`src/simple_pattern_matcher_macros.svh`:
```
// Assertion macros for the pattern matcher.
`ifndef SIMPLE_PATTERN_MATCHER_MACROS_SVH
`define SIMPLE_PATTERN_MATCHER_MACROS_SVH

// Assert that a condition implies a consequence in the same cycle.
`define SPM_ASSERT_IMP(label, clk, rst, cond, cons) \
   label: assert property (@(posedge clk) disable iff (rst) (cond) |-> (cons)) \
      else $error("assertion failed");

// Assert that a condition implies a consequence in the next cycle.
`define SPM_ASSERT_NEXT(label, clk, rst, cond, cons) \
   label: assert property (@(posedge clk) disable iff (rst) (cond) |=> (cons)) \
      else $error("assertion failed");

`endif

```
`src/spm_pkg.sv`:
```
package spm_pkg;

   // Request codes.
   localparam logic [1:0] REQ_LOAD = 2'd0;
   localparam logic [1:0] REQ_BYTE = 2'd1;
   localparam logic [1:0] REQ_END  = 2'd2;
   localparam logic [1:0] REQ_NOP  = 2'd3;

   // Node kinds.
   localparam logic [1:0] KIND_PLAIN = 2'd0;
   localparam logic [1:0] KIND_STAR  = 2'd1;
   localparam logic [1:0] KIND_START = 2'd2;
   localparam logic [1:0] KIND_STOP  = 2'd3;

   // A high bound of zero marks a single byte.
   localparam logic [7:0] SINGLE_MARK = 8'd0;

   // Configuration register indexes.
   localparam logic [0:0] CSR_NODE_COUNT = 1'd0;
   localparam logic [0:0] CSR_ANCHORED   = 1'd1;

   typedef struct packed {
      logic [1:0] req_type;
      logic [3:0] node_index;
      logic [2:0] slot_index;
      logic [7:0] range_low;
      logic [7:0] range_high;
      logic       slot_used;
      logic [1:0] node_kind;
      logic       node_negate;
      logic [7:0] text_byte;
   } req_type_type;

   typedef struct packed {
      logic        found;
      logic [15:0] match_start;
      logic [15:0] match_length;
   } rsp_type;

   typedef enum logic [2:0] {
      ST_IDLE,
      ST_STEP,
      ST_SCAN,
      ST_LOOK,
      ST_FINISH,
      ST_OUT
   } state_type;

   // Range scanner command and status.
   typedef struct packed {
      logic start;
      logic clear;
   } scan_ctl_type;

   typedef struct packed {
      logic busy;
      logic hit;
   } scan_sts_type;

endpackage

```
`src/spm_range_scan.sv`:
```
// Walks the range slots of one node, one slot per cycle, comparing a byte.
module spm_range_scan #(
   parameter int MAX_NODES  = 16,
   parameter int MAX_RANGES = 8
) (
   input  logic                            clock,
   input  logic                            reset,
   input  logic                            wr_en,
   input  logic [$clog2(MAX_NODES)-1:0]    wr_node,
   input  logic [$clog2(MAX_RANGES+1)-1:0] wr_slot,
   input  logic [16:0]                     wr_data,
   input  logic [$clog2(MAX_NODES)-1:0]    node,
   input  logic [7:0]                      value,
   input  spm_pkg::scan_ctl_type           ctl,
   output spm_pkg::scan_sts_type           sts
);
   import spm_pkg::*;

   localparam int SB = (MAX_RANGES > 1) ? $clog2(MAX_RANGES) : 1;
   localparam int CB = $clog2(MAX_RANGES + 1);
   localparam int DEPTH = MAX_NODES * MAX_RANGES;
   localparam int AB = $clog2(DEPTH);

   logic [16:0]   mem [DEPTH];
   logic [16:0]   rd_ff;
   logic [CB-1:0] cnt_ff, cnt_in;
   logic          rdv_ff, rdv_in;
   logic          busy_ff, busy_in;
   logic          hit_ff, hit_in;
   logic [AB-1:0] wr_addr, rd_addr;
   logic          rd_hit;
   logic [SB-1:0] slot_lo;

   assign slot_lo = cnt_ff[SB-1:0];
   assign wr_addr = AB'(({{AB{1'b0}}, wr_node} * AB'(MAX_RANGES))
                      + AB'(wr_slot[SB-1:0]));
   assign rd_addr = AB'(({{AB{1'b0}}, node} * AB'(MAX_RANGES)) + AB'(slot_lo));

   // Range table memory with registered read.
   always_ff @(posedge clock) begin
      if (wr_en) begin
         mem[wr_addr] <= wr_data;
      end
      rd_ff <= mem[rd_addr];
   end

   // Compare of the slot read last cycle.
   always_comb begin
      rd_hit = 1'b0;
      if (rd_ff[16]) begin
         if (rd_ff[15:8] == SINGLE_MARK) begin
            rd_hit = (value == rd_ff[7:0]);
         end else begin
            rd_hit = (value >= rd_ff[7:0]) && (value <= rd_ff[15:8]);
         end
      end
   end

   // Slot sequencing.
   always_comb begin
      cnt_in  = cnt_ff;
      rdv_in  = 1'b0;
      busy_in = busy_ff;
      hit_in  = hit_ff;
      if (ctl.start) begin
         cnt_in  = '0;
         busy_in = 1'b1;
         hit_in  = 1'b0;
      end else if (ctl.clear) begin
         hit_in = 1'b0;
      end else if (busy_ff) begin
         if (rdv_ff && rd_hit) begin
            hit_in = 1'b1;
         end
         if (cnt_ff == CB'(MAX_RANGES)) begin
            busy_in = rdv_ff;
         end else begin
            cnt_in = cnt_ff + 1'b1;
            rdv_in = 1'b1;
         end
      end
   end

   always_ff @(posedge clock) begin
      if (reset) begin
         cnt_ff  <= '0;
         rdv_ff  <= 1'b0;
         busy_ff <= 1'b0;
         hit_ff  <= 1'b0;
      end else begin
         cnt_ff  <= cnt_in;
         rdv_ff  <= rdv_in;
         busy_ff <= busy_in;
         hit_ff  <= hit_in;
      end
   end

   assign sts.busy = busy_ff || ctl.start;
   assign sts.hit  = hit_ff;
endmodule

```
`src/simple_pattern_matcher.sv`:
```
// Pattern matcher over a loaded table of pattern nodes.
// The req_ channel carries load, text byte, no-op and end-of-text beats; rsp_
// returns one beat (found, start, length) for each end-of-text beat.
// Configuration writes (node count, anchored) use the csr_ port while idle.
// A load beat leaves the block idle, so loads can follow back to back. A text
// byte walks marks and nodes through one shared range scanner that reads one
// slot per cycle: each plain or star node test, and each lookahead test of a
// star, scans all MAX_RANGES slots of its node, a mark is passed in a step
// state, and the block returns to idle to accept the next beat.
// End of text passes through a finish state before the response shows; the
// next beat is accepted in the cycle after the response is taken.
// One beat is in work at a time; req_stall is high while busy.
// Synchronous reset clears the search state and configuration; the range
// table and node flags hold no value until loaded.
// While a response waits under rsp_stall it holds and no request is accepted.
`include "simple_pattern_matcher_macros.svh"
module simple_pattern_matcher #(
   parameter int MAX_NODES  = 16,
   parameter int MAX_RANGES = 8,
   parameter int POS_BITS   = 16
) (
   input  logic                  clock,
   input  logic                  reset,
   input  logic                  req_valid,
   output logic                  req_stall,
   input  spm_pkg::req_type_type req_data,
   output logic                  rsp_valid,
   input  logic                  rsp_stall,
   output spm_pkg::rsp_type      rsp_data,
   input  logic                  csr_write,
   input  logic [0:0]            csr_index,
   input  logic [4:0]            csr_data
);
   import spm_pkg::*;

   localparam int NB = $clog2(MAX_NODES);
   localparam int CNB = $clog2(MAX_NODES + 1);
   localparam int CB = $clog2(MAX_RANGES + 1);

   state_type state_ff, state_in;
   logic [4:0]          node_count_ff;
   logic                anchored_ff;
   logic [2:0]          flags [MAX_NODES];
   logic [CNB-1:0]      cur_ff, cur_in;
   logic [CNB-1:0]      look_ff, look_in;
   logic [POS_BITS-1:0] pos_ff, pos_in, start_ff, start_in, stop_ff, stop_in;
   logic                star_ff, star_in, fail_ff, fail_in, done_ff, done_in;
   logic [7:0]          byte_ff;
   logic                star_hit_ff, star_hit_in;
   rsp_type             rsp_ff, rsp_in;
   logic [CNB-1:0]      n_use;
   logic                accept;
   scan_ctl_type        ctl;
   scan_sts_type        sts;
   logic [NB-1:0]       scan_node;
   logic [1:0]          cur_kind, look_kind;
   logic                cur_neg;
   logic [CNB-1:0]      fin_cur;
   logic [POS_BITS-1:0] fin_end;

   assign n_use = (32'(node_count_ff) > MAX_NODES) ? CNB'(MAX_NODES) : CNB'(node_count_ff);
   assign accept = req_valid && !req_stall;
   assign req_stall = (state_ff != ST_IDLE) || rsp_valid;
   assign rsp_valid = (state_ff == ST_OUT);
   assign rsp_data = rsp_ff;

   assign cur_kind  = flags[cur_ff[NB-1:0]][1:0];
   assign cur_neg   = flags[cur_ff[NB-1:0]][2];
   assign look_kind = flags[look_ff[NB-1:0]][1:0];

   // Configuration registers.
   always_ff @(posedge clock) begin
      if (reset) begin
         node_count_ff <= '0;
         anchored_ff   <= 1'b0;
      end else if (csr_write) begin
         case (csr_index)
            CSR_NODE_COUNT: node_count_ff <= csr_data;
            CSR_ANCHORED:   anchored_ff   <= csr_data[0];
            default:        ;
         endcase
      end
   end

   // Node flags, written by load beats.
   always_ff @(posedge clock) begin
      if (accept && req_data.req_type == REQ_LOAD && 32'(req_data.node_index) < MAX_NODES
          && 32'(req_data.slot_index) < MAX_RANGES) begin
         flags[req_data.node_index[NB-1:0]] <= {req_data.node_negate, req_data.node_kind};
      end
      if (accept) begin
         byte_ff <= req_data.text_byte;
      end
   end

   spm_range_scan #(.MAX_NODES(MAX_NODES), .MAX_RANGES(MAX_RANGES)) u_scan (
      .clock   (clock),
      .reset   (reset),
      .wr_en   (accept && req_data.req_type == REQ_LOAD
                && 32'(req_data.node_index) < MAX_NODES
                && 32'(req_data.slot_index) < MAX_RANGES),
      .wr_node (req_data.node_index[NB-1:0]),
      .wr_slot (CB'(req_data.slot_index)),
      .wr_data ({req_data.slot_used, req_data.range_high, req_data.range_low}),
      .node    (scan_node),
      .value   (byte_ff),
      .ctl     (ctl),
      .sts     (sts)
   );

   assign scan_node = (state_ff == ST_LOOK) ? look_ff[NB-1:0] : cur_ff[NB-1:0];

   // End-of-text evaluation of the node reached.
   always_comb begin
      fin_cur = cur_ff;
      if (star_ff && cur_ff < n_use) begin
         fin_cur = cur_ff + 1'b1;
      end
      fin_end = (stop_ff != '0) ? stop_ff : pos_ff;
   end

   // Next state.
   always_comb begin
      state_in = state_ff;
      case (state_ff)
         ST_IDLE: begin
            if (accept && req_data.req_type == REQ_BYTE) begin
               state_in = (fail_ff || done_ff) ? ST_IDLE : ST_STEP;
            end else if (accept && req_data.req_type == REQ_END) begin
               state_in = ST_FINISH;
            end
         end
         ST_STEP: begin
            if (cur_ff >= n_use) begin
               state_in = ST_IDLE;
            end else if (cur_kind == KIND_STAR || cur_kind == KIND_PLAIN) begin
               state_in = ST_SCAN;
            end
         end
         ST_SCAN: begin
            if (!sts.busy) begin
               if (cur_kind == KIND_STAR && sts.hit) begin
                  state_in = ST_LOOK;
               end else if (cur_kind == KIND_STAR) begin
                  state_in = ST_STEP;
               end else begin
                  state_in = ST_IDLE;
               end
            end
         end
         ST_LOOK: begin
            if (look_ff >= n_use) begin
               state_in = ST_IDLE;
            end else if (look_kind == KIND_PLAIN || look_kind == KIND_STAR) begin
               if (!sts.busy) begin
                  state_in = sts.hit ? ST_STEP : ST_IDLE;
               end
            end
         end
         ST_FINISH: state_in = ST_OUT;
         ST_OUT:    state_in = rsp_stall ? ST_OUT : ST_IDLE;
         default:   state_in = ST_IDLE;
      endcase
   end

   // Datapath and scanner control.
   always_comb begin
      cur_in      = cur_ff;
      look_in     = look_ff;
      pos_in      = pos_ff;
      start_in    = start_ff;
      stop_in     = stop_ff;
      star_in     = star_ff;
      fail_in     = fail_ff;
      done_in     = done_ff;
      star_hit_in = star_hit_ff;
      rsp_in      = rsp_ff;
      ctl         = '0;
      case (state_ff)
         ST_STEP: begin
            if (cur_ff >= n_use) begin
               done_in = 1'b1;
            end else if (cur_kind == KIND_START) begin
               start_in = pos_ff;
               cur_in   = cur_ff + 1'b1;
            end else if (cur_kind == KIND_STOP) begin
               stop_in = pos_ff;
               cur_in  = cur_ff + 1'b1;
            end else begin
               ctl.start = 1'b1;
            end
         end
         ST_SCAN: begin
            if (!sts.busy) begin
               if (cur_kind == KIND_STAR) begin
                  if (sts.hit) begin
                     look_in = cur_ff + 1'b1;
                     ctl.clear = 1'b1;
                  end else begin
                     star_in = 1'b0;
                     cur_in  = cur_ff + 1'b1;
                  end
               end else begin
                  pos_in = pos_ff + 1'b1;
                  if (sts.hit != cur_neg) begin
                     cur_in = cur_ff + 1'b1;
                  end else if (!anchored_ff) begin
                     cur_in   = '0;
                     start_in = pos_ff + 1'b1;
                  end else begin
                     fail_in = 1'b1;
                     pos_in  = pos_ff;
                  end
               end
            end
         end
         ST_LOOK: begin
            if (look_ff >= n_use) begin
               star_in = 1'b1;
               pos_in  = pos_ff + 1'b1;
            end else if (look_kind == KIND_PLAIN || look_kind == KIND_STAR) begin
               if (star_hit_ff == 1'b0) begin
                  ctl.start   = 1'b1;
                  star_hit_in = 1'b1;
               end else if (!sts.busy) begin
                  star_hit_in = 1'b0;
                  if (sts.hit) begin
                     star_in = 1'b0;
                     cur_in  = cur_ff + 1'b1;
                  end else begin
                     star_in = 1'b1;
                     pos_in  = pos_ff + 1'b1;
                  end
               end
            end else begin
               look_in = look_ff + 1'b1;
            end
         end
         ST_FINISH: begin
            rsp_in = '0;
            if (!fail_ff && (fin_cur >= n_use
                || flags[fin_cur[NB-1:0]][1:0] == KIND_STAR
                || (fin_cur + 1'b1 == n_use && flags[fin_cur[NB-1:0]][1:0] == KIND_STOP))) begin
               rsp_in.found        = 1'b1;
               rsp_in.match_start  = 16'(start_ff);
               rsp_in.match_length = (fin_end >= start_ff) ? 16'(fin_end - start_ff) : '0;
            end
            cur_in   = '0;
            pos_in   = '0;
            start_in = '0;
            stop_in  = '0;
            star_in  = 1'b0;
            fail_in  = 1'b0;
            done_in  = 1'b0;
         end
         default: ;
      endcase
   end

   always_ff @(posedge clock) begin
      if (reset) begin
         state_ff    <= ST_IDLE;
         cur_ff      <= '0;
         look_ff     <= '0;
         pos_ff      <= '0;
         start_ff    <= '0;
         stop_ff     <= '0;
         star_ff     <= 1'b0;
         fail_ff     <= 1'b0;
         done_ff     <= 1'b0;
         star_hit_ff <= 1'b0;
      end else begin
         state_ff    <= state_in;
         cur_ff      <= cur_in;
         look_ff     <= look_in;
         pos_ff      <= pos_in;
         start_ff    <= start_in;
         stop_ff     <= stop_in;
         star_ff     <= star_in;
         fail_ff     <= fail_in;
         done_ff     <= done_in;
         star_hit_ff <= star_hit_in;
      end
   end

   always_ff @(posedge clock) begin
      rsp_ff <= rsp_in;
   end

   // A response is held until taken, and requests wait meanwhile.
   `SPM_ASSERT_NEXT(a_rsp_hold, clock, reset, rsp_valid && rsp_stall, rsp_valid && $stable(rsp_data))
   `SPM_ASSERT_IMP(a_busy_stall, clock, reset, state_ff != ST_IDLE, req_stall)
   `SPM_ASSERT_NEXT(a_fin_out, clock, reset, state_ff == ST_FINISH, rsp_valid)
endmodule

```
`config.mk`:
```
export PLATFORM = sky130hd
export DESIGN_NAME = simple_pattern_matcher
export DESIGN_NICKNAME = d
export VERILOG_FILES = /design/src/spm_pkg.sv /design/src/spm_range_scan.sv /design/src/simple_pattern_matcher.sv
export VERILOG_INCLUDE_DIRS = /design/src /design/src/src
export SDC_FILE = /design/constraint.sdc
export NUM_CORES = 2
export LEC_CHECK = 0
export BUFFER_PORTS_ARGS = -buffer_cell sky130_fd_sc_hd__buf_2
export CORE_MARGIN = 2
export CORE_UTILIZATION = 25
export CTS_CLUSTER_SIZE = 24
export DETAILED_ROUTE_END_ITERATION = 12
export GPL_ROUTABILITY_DRIVEN = 0
export HOLD_SLACK_MARGIN = 0.12
export PLACE_DENSITY_LB_ADDON = 0.15
export SETUP_SLACK_MARGIN = 0.1
export SLEW_MARGIN = 20
export SYNTH_ARGS = -nofsm -noshare
export SYNTH_HDL_FRONTEND = slang
export SYNTH_SLANG_ARGS = --single-unit
```
`constraint.sdc`:
```
create_clock -name clock -period 10.6 [get_ports clock]
set_input_delay 2.12 -clock clock [delete_from_list [all_inputs] [get_ports clock]]
set_output_delay 2.12 -clock clock [all_outputs]
set_load 0.01 [all_outputs]
```
# Word level (Yosys, flattened, before mapping)
# Memories as Yosys holds them, arrays and structs flattened. A register that Yosys moved wholly into a read port is not among the register bits.
# Cells that the tools add are included.
dict set report word_totals {
  wordCells 241
  n_memories 2
  ram_bits 2224
  reg_bits 119
}
dict set report op_classes {
  n_lt_le_gt_ge 8
  bitwise_logic 5
  n_eq_ne 47
  add_sub_neg 8
  muxes 101
  reduce_logical 50
}
# memory depth width read_ports rd_ports_with_merged_regs write_ports line_no
set mem_list {}
lappend mem_list {u_scan.mem 128 17 1 1 1 spm_range_scan.sv:24} ;# logic [16:0] mem [DEPTH];
lappend mem_list {flags 16 3 3 2 1 simple_pattern_matcher.sv:43} ;# logic [2:0] flags [MAX_NODES];
# cell n
set op_table {}
lappend op_table {{2-to-1 mux 16 bit} 19}
lappend op_table {{case mux 16 bit (3 select lines)} 2}
lappend op_table {{2-to-1 mux 5 bit} 19}
lappend op_table {{2-to-1 mux 1 bit} 37}
lappend op_table {{2-to-1 mux 33 bit} 1}
lappend op_table {{!= test 2 bit (second input constant)} 16}
lappend op_table {{case mux 16 bit (2 select lines)} 1}
lappend op_table {{2-to-1 mux 3 bit} 9}
lappend op_table {{2-to-1 mux 4 bit} 5}
lappend op_table {{case mux 5 bit (4 select lines)} 1}
lappend op_table {{!= test 3 bit (second input constant)} 6}
lappend op_table {{case mux 3 bit (6 select lines)} 1}
lappend op_table {{adder 16 x 1 -> 16 bit (second input constant)} 1}
lappend op_table {{greater-or-equal comparator 16 bit} 1}
lappend op_table {{nonzero test 16 bit} 1}
lappend op_table {{subtractor 16 bit} 1}
lappend op_table {{adder 5 x 1 -> 5 bit (second input constant)} 3}
lappend op_table {{greater-or-equal comparator 5 bit} 3}
lappend op_table {{adder 7 x 3 -> 7 bit} 2}
lappend op_table {{AND reduction 7 bit} 2}
lappend op_table {{AND reduction 11 bit} 1}
lappend op_table {{logical AND 1 bit} 10}
lappend op_table {{case mux 5 bit (2 select lines)} 1}
lappend op_table {{AND reduction 2 bit} 5}
lappend op_table {{other kinds (38)} 71}

# Logic depth before layout (Yosys ltp)
dict set report logic_depth {
  word_depth 13
  ltp_mapped 19
  depth_no_buf 17
}

# Cells and area by module
# A second synthesis with hierarchy kept.
dict set report unflattened {
  cells_unflattened 5670
  hier_area_um2 94423.1
}
# mod area_per_inst_um2 cells_per_inst seq_area_each_um2 n_inst
set modules_own_cells {}
lappend modules_own_cells {spm_range_scan 85301.8 4738 65823.1 1}
lappend modules_own_cells {simple_pattern_matcher 9121.2 932 4254.1 1}

# Worst setup path before layout
# No wires, ideal clock.
dict set report synth_path {
  path_type {input to register}
  from {input req_data[29] in the netlist's numbering}
  to {memory u_scan.mem[58][0], enable pin}
  setup_ns 0.391
  stages 5
  path_buffers 3
  arrival_time_ns 3.903
  path_slack_ns 6.306
  cell_sequence {clkbuf_1 -> or3b_2 -> buf_1 -> clkbuf_1 -> nor2_1}
}
dict set report synth_between {
  elab_chain_len 1
}
# element line_no
set synth_lines {}
lappend synth_lines {{start: declaration} simple_pattern_matcher.sv:26} ;# input spm_pkg::req_type_type req_data,
lappend synth_lines {{adder 7 x 3 -> 7 bit} spm_range_scan.sv:36} ;# + AB'(wr_slot[SB-1:0]));
lappend synth_lines {{end: declaration} spm_range_scan.sv:24}
# No other way between the ends.

# Worst setup path in the final report
dict set report layout_path {
  from {register node_count_ff[4]}
  to {register rsp_ff, in the netlist rsp_data[15], data pin}
}
dict set report layout_between {
  elab_chain_len 11
}
# element line_no
set layout_lines {}
lappend layout_lines {{start: declaration} simple_pattern_matcher.sv:41} ;# logic [4:0] node_count_ff;
lappend layout_lines {{start signal: assignment} simple_pattern_matcher.sv:78} ;# CSR_NODE_COUNT: node_count_ff <= csr_data;
lappend layout_lines {{> comparator 5 bit} simple_pattern_matcher.sv:61} ;# assign n_use = (32'(node_count_ff) > MAX_NODES) ? CNB'(MAX_NODES) : CNB'(node_count_ff);
lappend layout_lines {{2-to-1 mux 5 bit (*)} simple_pattern_matcher.sv:61}
lappend layout_lines {{< comparator 5 bit} simple_pattern_matcher.sv:116} ;# if (star_ff && cur_ff < n_use) begin
lappend layout_lines {{logical AND 1 bit} simple_pattern_matcher.sv:116}
lappend layout_lines {{2-to-1 mux 5 bit} simple_pattern_matcher.sv:116}
lappend layout_lines {{adder 5 x 1 -> 5 bit / memory (16 x 3 bit) (equally long branches)} n/a}
lappend layout_lines {{== test 5 bit, or another cell as far along} simple_pattern_matcher.sv:243} ;# || (fin_cur + 1'b1 == n_use && flags[fin_cur[NB-1:0]][1:0] == KIND_STOP))) begin
lappend layout_lines {{logical AND 1 bit / logical OR 1 bit (equally long branches)} {simple_pattern_matcher.sv:243, simple_pattern_matcher.sv:242}}
lappend layout_lines {{logical OR 1 bit (*)} simple_pattern_matcher.sv:243}
lappend layout_lines {{logical AND 1 bit (*)} simple_pattern_matcher.sv:241} ;# if (!fail_ff && (fin_cur >= n_use
lappend layout_lines {{AND reduction 2 bit (no line) (*)} n/a}
lappend layout_lines {{end signal: assignment} simple_pattern_matcher.sv:287} ;# rsp_ff <= rsp_in;
lappend layout_lines {{end: declaration} simple_pattern_matcher.sv:50} ;# rsp_type rsp_ff, rsp_in;
# Every way passes the cells marked *; elsewhere a longest branch is shown, timed or not.
# A chain may end at the register's enable or synchronous reset.

==> run_results.csv <==
group,metric,value,unit
outcome,status,"complete, no violations",
setup_path,cp_top_family,"compound AO/OA/AOI/OAI gates",
die,start_util,0.2507,
setup_path,cp_slowest_cell,"o21ai_1",
global_route,grt_pass1_vias,47110,
clock_tree,cts_setup_buffers,0,
route,vias,46394,
synth,netlist_area,93930,um2
clock_tree,cts_max_level,5,
timing,max_freq,0.1932,GHz
timing,finalHoldViolations,0,
placed_design,hpwl,177.1,mm
timing,setup_tns,0,ps
setup_path,start_kind,"flop",
route,drtPass1Iterations,7,
synth,synthCells,4612,
synth,synth_nets,4714,
setup_path,endpoint_kind,"flop",
global_route,grt_pass1_wl,398.3,mm
global_route,grt_max_degree,135,
die,fp.dieH,617.0,um
route,vias_per_cell,4.636,
timing,rsz0062_at_grt,"false",
power_and_ir_drop,total_power,22990,uW
die,rows,225,
synth,yosysUniqueCellTypes,80,
cells_and_area,layout-drive-gt1-share,0.2815,
timing,finalSetupViolCount,0,
synth,seq_area_frac_synth,0.7461,
worst_hold_path,hold_class,"flop to flop",
clock_tree,cts_sinks,2368,
setup_path,required,11180,ps
die,die_area,380600,um2
global_route,track_usage,0.1489,
setup_path,startpoint,"node_count_ff[4]",
timing,tightest_slew,1161,ps
setup_path,arrival,5760,ps
route,wire_per_inst,28.92,um
synth,synth_area_per_cell,20.37,um2
synth,synth_commonest_cells,"2265 x edfxtp_1, 698 x mux4_2, 248 x nand2_1",
worst_hold_path,hold_path.startpoint,"done_ff",
global_route,antenna_found_initial,26,
setup_path,critPathMaxFanout,33,
clock_tree,cts-root-buf,"clkbuf_16",
clock_tree,cts_buffers,276,
synth,async_flop_share,0,
cells_and_area,final_nets,4891,
cells_and_area,syn_to_final_growth,16.89,%
synth,synth_top_area_share,0.7241,
placed_design,place_ws,4845,ps
setup_path,worstSetupPathType,"flop to flop",
setup_path,slowest_delay,840,ps
setup_path,r2r-start,"node_count_ff[4]",
clock_tree,clkTransAtPathRegs,60,ps
setup_path,cp_num_buf_inv,2,
die,dieWidth,617.0,um
synth,ys_warn_count,0,
timing,clock_skew,34.77,ps
flow_run,drv_cap,0,
timing,slew_viol_final,0,
synth,synth_area_leaders,"edfxtp_1 72%, mux4_2 17%, dfxtp_1 2.2%",
power_and_ir_drop,power.density,209.4,nW/um2
clock_tree,clockBufferDepth,4,
global_route,grt-ovfl-total,0,
timing,min_period_over_period,0.4884,
route,wl,289.5,mm
clock_tree,ctsHoldBuffers,0,
synth,ys_ff_latch,2368,
synth,yosys.area.top_type,"edfxtp_1",
clock_tree,clk_latency,890,ps
timing,layout_setup_ws,5423,ps
route,ant_nets,0,
power_and_ir_drop,ir_drop,0.1201,mV
synth,synth_edf_count,2265,
synth,synth_ff_type,"edfxtp_1",
timing,slew_headroom,0.2215,
setup_path,crit_chain,"inv_1 -> nand2_1 -> ha_1 -> nand2_1 -> o21ai_1 -> o21ai_0 -> nand2_1 -> inv_1 -> ha_1 -> nand2b_1 -> a21o_1 -> a21o_1 -> a21o_1 -> a21oi_1 -> a21boi_0 -> o2111a_2 -> nor3_1",
clock_tree,ctsResizeCount,0,
timing,period_needed,5177,ps
route,drt_iter0_drc,4279,
die,core_area,374700,um2
placed_design,portBuffers,82,
power_and_ir_drop,p_leak,0.03286,uW
clock_tree,cts_tree,"yes",
synth,synth_most_common_cell,"edfxtp_1",
die,ios,83,
route,drc,0,
-- through the flow --
step	util	instances	area [um2]	hold WS [ps]
after global placement	0.2688	9502	100700	447.0
after CTS	0.2924	9997	109500	458.9
after global routing	0.2929	10000	109800	503.5
after detailed placement	0.2691	9503	100800	450.4
final	0.2930	10008	109800	457.2
after floorplan	-	4612	93930	436.4
-- cell type report --
class / count / area (um2)
clock buffers: 349 / 7412
repair buffers: 160 / 1154
multi-input cells: 1907 / 23290
inverters: 76 / 285.3
diodes: 9 / 22.52
clock inverters: 145 / 1289
fillers: 36509 / 264900
flip-flops and latches: 2368 / 70090
well taps: 4994 / 6248
-- kinds of logic after synthesis --
logic type / share of synthesized area
compound gates: 0.02355
xor+xnor: 0.001958
fa+ha+maj: 0.007273
buf+inv: 0.01373
flops: 0.7461
mux: 0.1701
simple gates: 0.03732
-- sequential cells by signal, indices dropped and copies added, names as in the netlist, 4 cells and up, named ones only --
signal         count
byte_ff            8
look_ff            5
cur_ff             5
u_scan.cnt_ff      4
start_ff          16
u_scan.rd_ff      17
rsp_data          33
pos_ff            16
u_scan.mem      2176
stop_ff           16
flags             48
node_count_ff      5
-- worst paths after layout --
check | to | slack (ps) | cells after the start
worst max register to register | rsp_data[15] | 5420 | 17
worst min register to register | done_ff | 460 | 2
worst max-delay path | rsp_data[15] | 5420 | 17
worst min-delay path | done_ff | 460 | 2
-- layout by cell type, fill, tap and decap left out, types with 11 or more instances in the layout --
master	Yosys	routed
a21oi_1	95	91
clkbuf_16	0	285
xnor2_1	12	12
buf_4	0	84
o21ai_0	58	58
buf_2	2	65
bufinv_16	0	18
nand3_1	123	122
nor2_2	0	67
clkinv_1	1	54
clkinvlp_4	0	16
o2111ai_1	13	13
a32o_1	15	15
nor3_1	73	73
nand2_1	248	245
edfxtp_1	2265	2265
clkinv_2	0	37
mux4_2	698	698
clkbuf_1	234	60
inv_1	74	74
ha_1	53	53
o211ai_1	12	12
and3_1	12	12
nor2b_1	16	16
a211oi_1	16	16
nand4_1	24	24
nor2_4	0	61
mux2i_1	20	19
dfxtp_1	103	100
nor2_1	224	96
inv_6	0	11
a21o_1	27	25
-- power breakdown --
part / internal, uW / total, uW / switching [uW]
clock network: 5400 / 9280 / 3880
registers: 10400 / 10500 / 101
logic: 1210 / 3190 / 1970
total: 17000 / 23000 / 5950
-- worst min-delay path, delay by kind of cell, from the launching register on --
kind | cells | cell delay (ps)
AOI/OAI and AO/OA | 1 | 50
DFF | 1 | 310
and+or+nand+nor | 1 | 50
-- layer usage --
layer | wire, um | vias up | GRT usage
met5 | 27 | - | 0
met4 | 5681 | 4 | 0.03223
met3 | 12730 | 335 | 0.01977
met2 | 144100 | 1195 | 0.2538
met1 | 126900 | 25312 | 0.2021
li1 | - | 19548 | -
(Power assumes the default switching activity.)
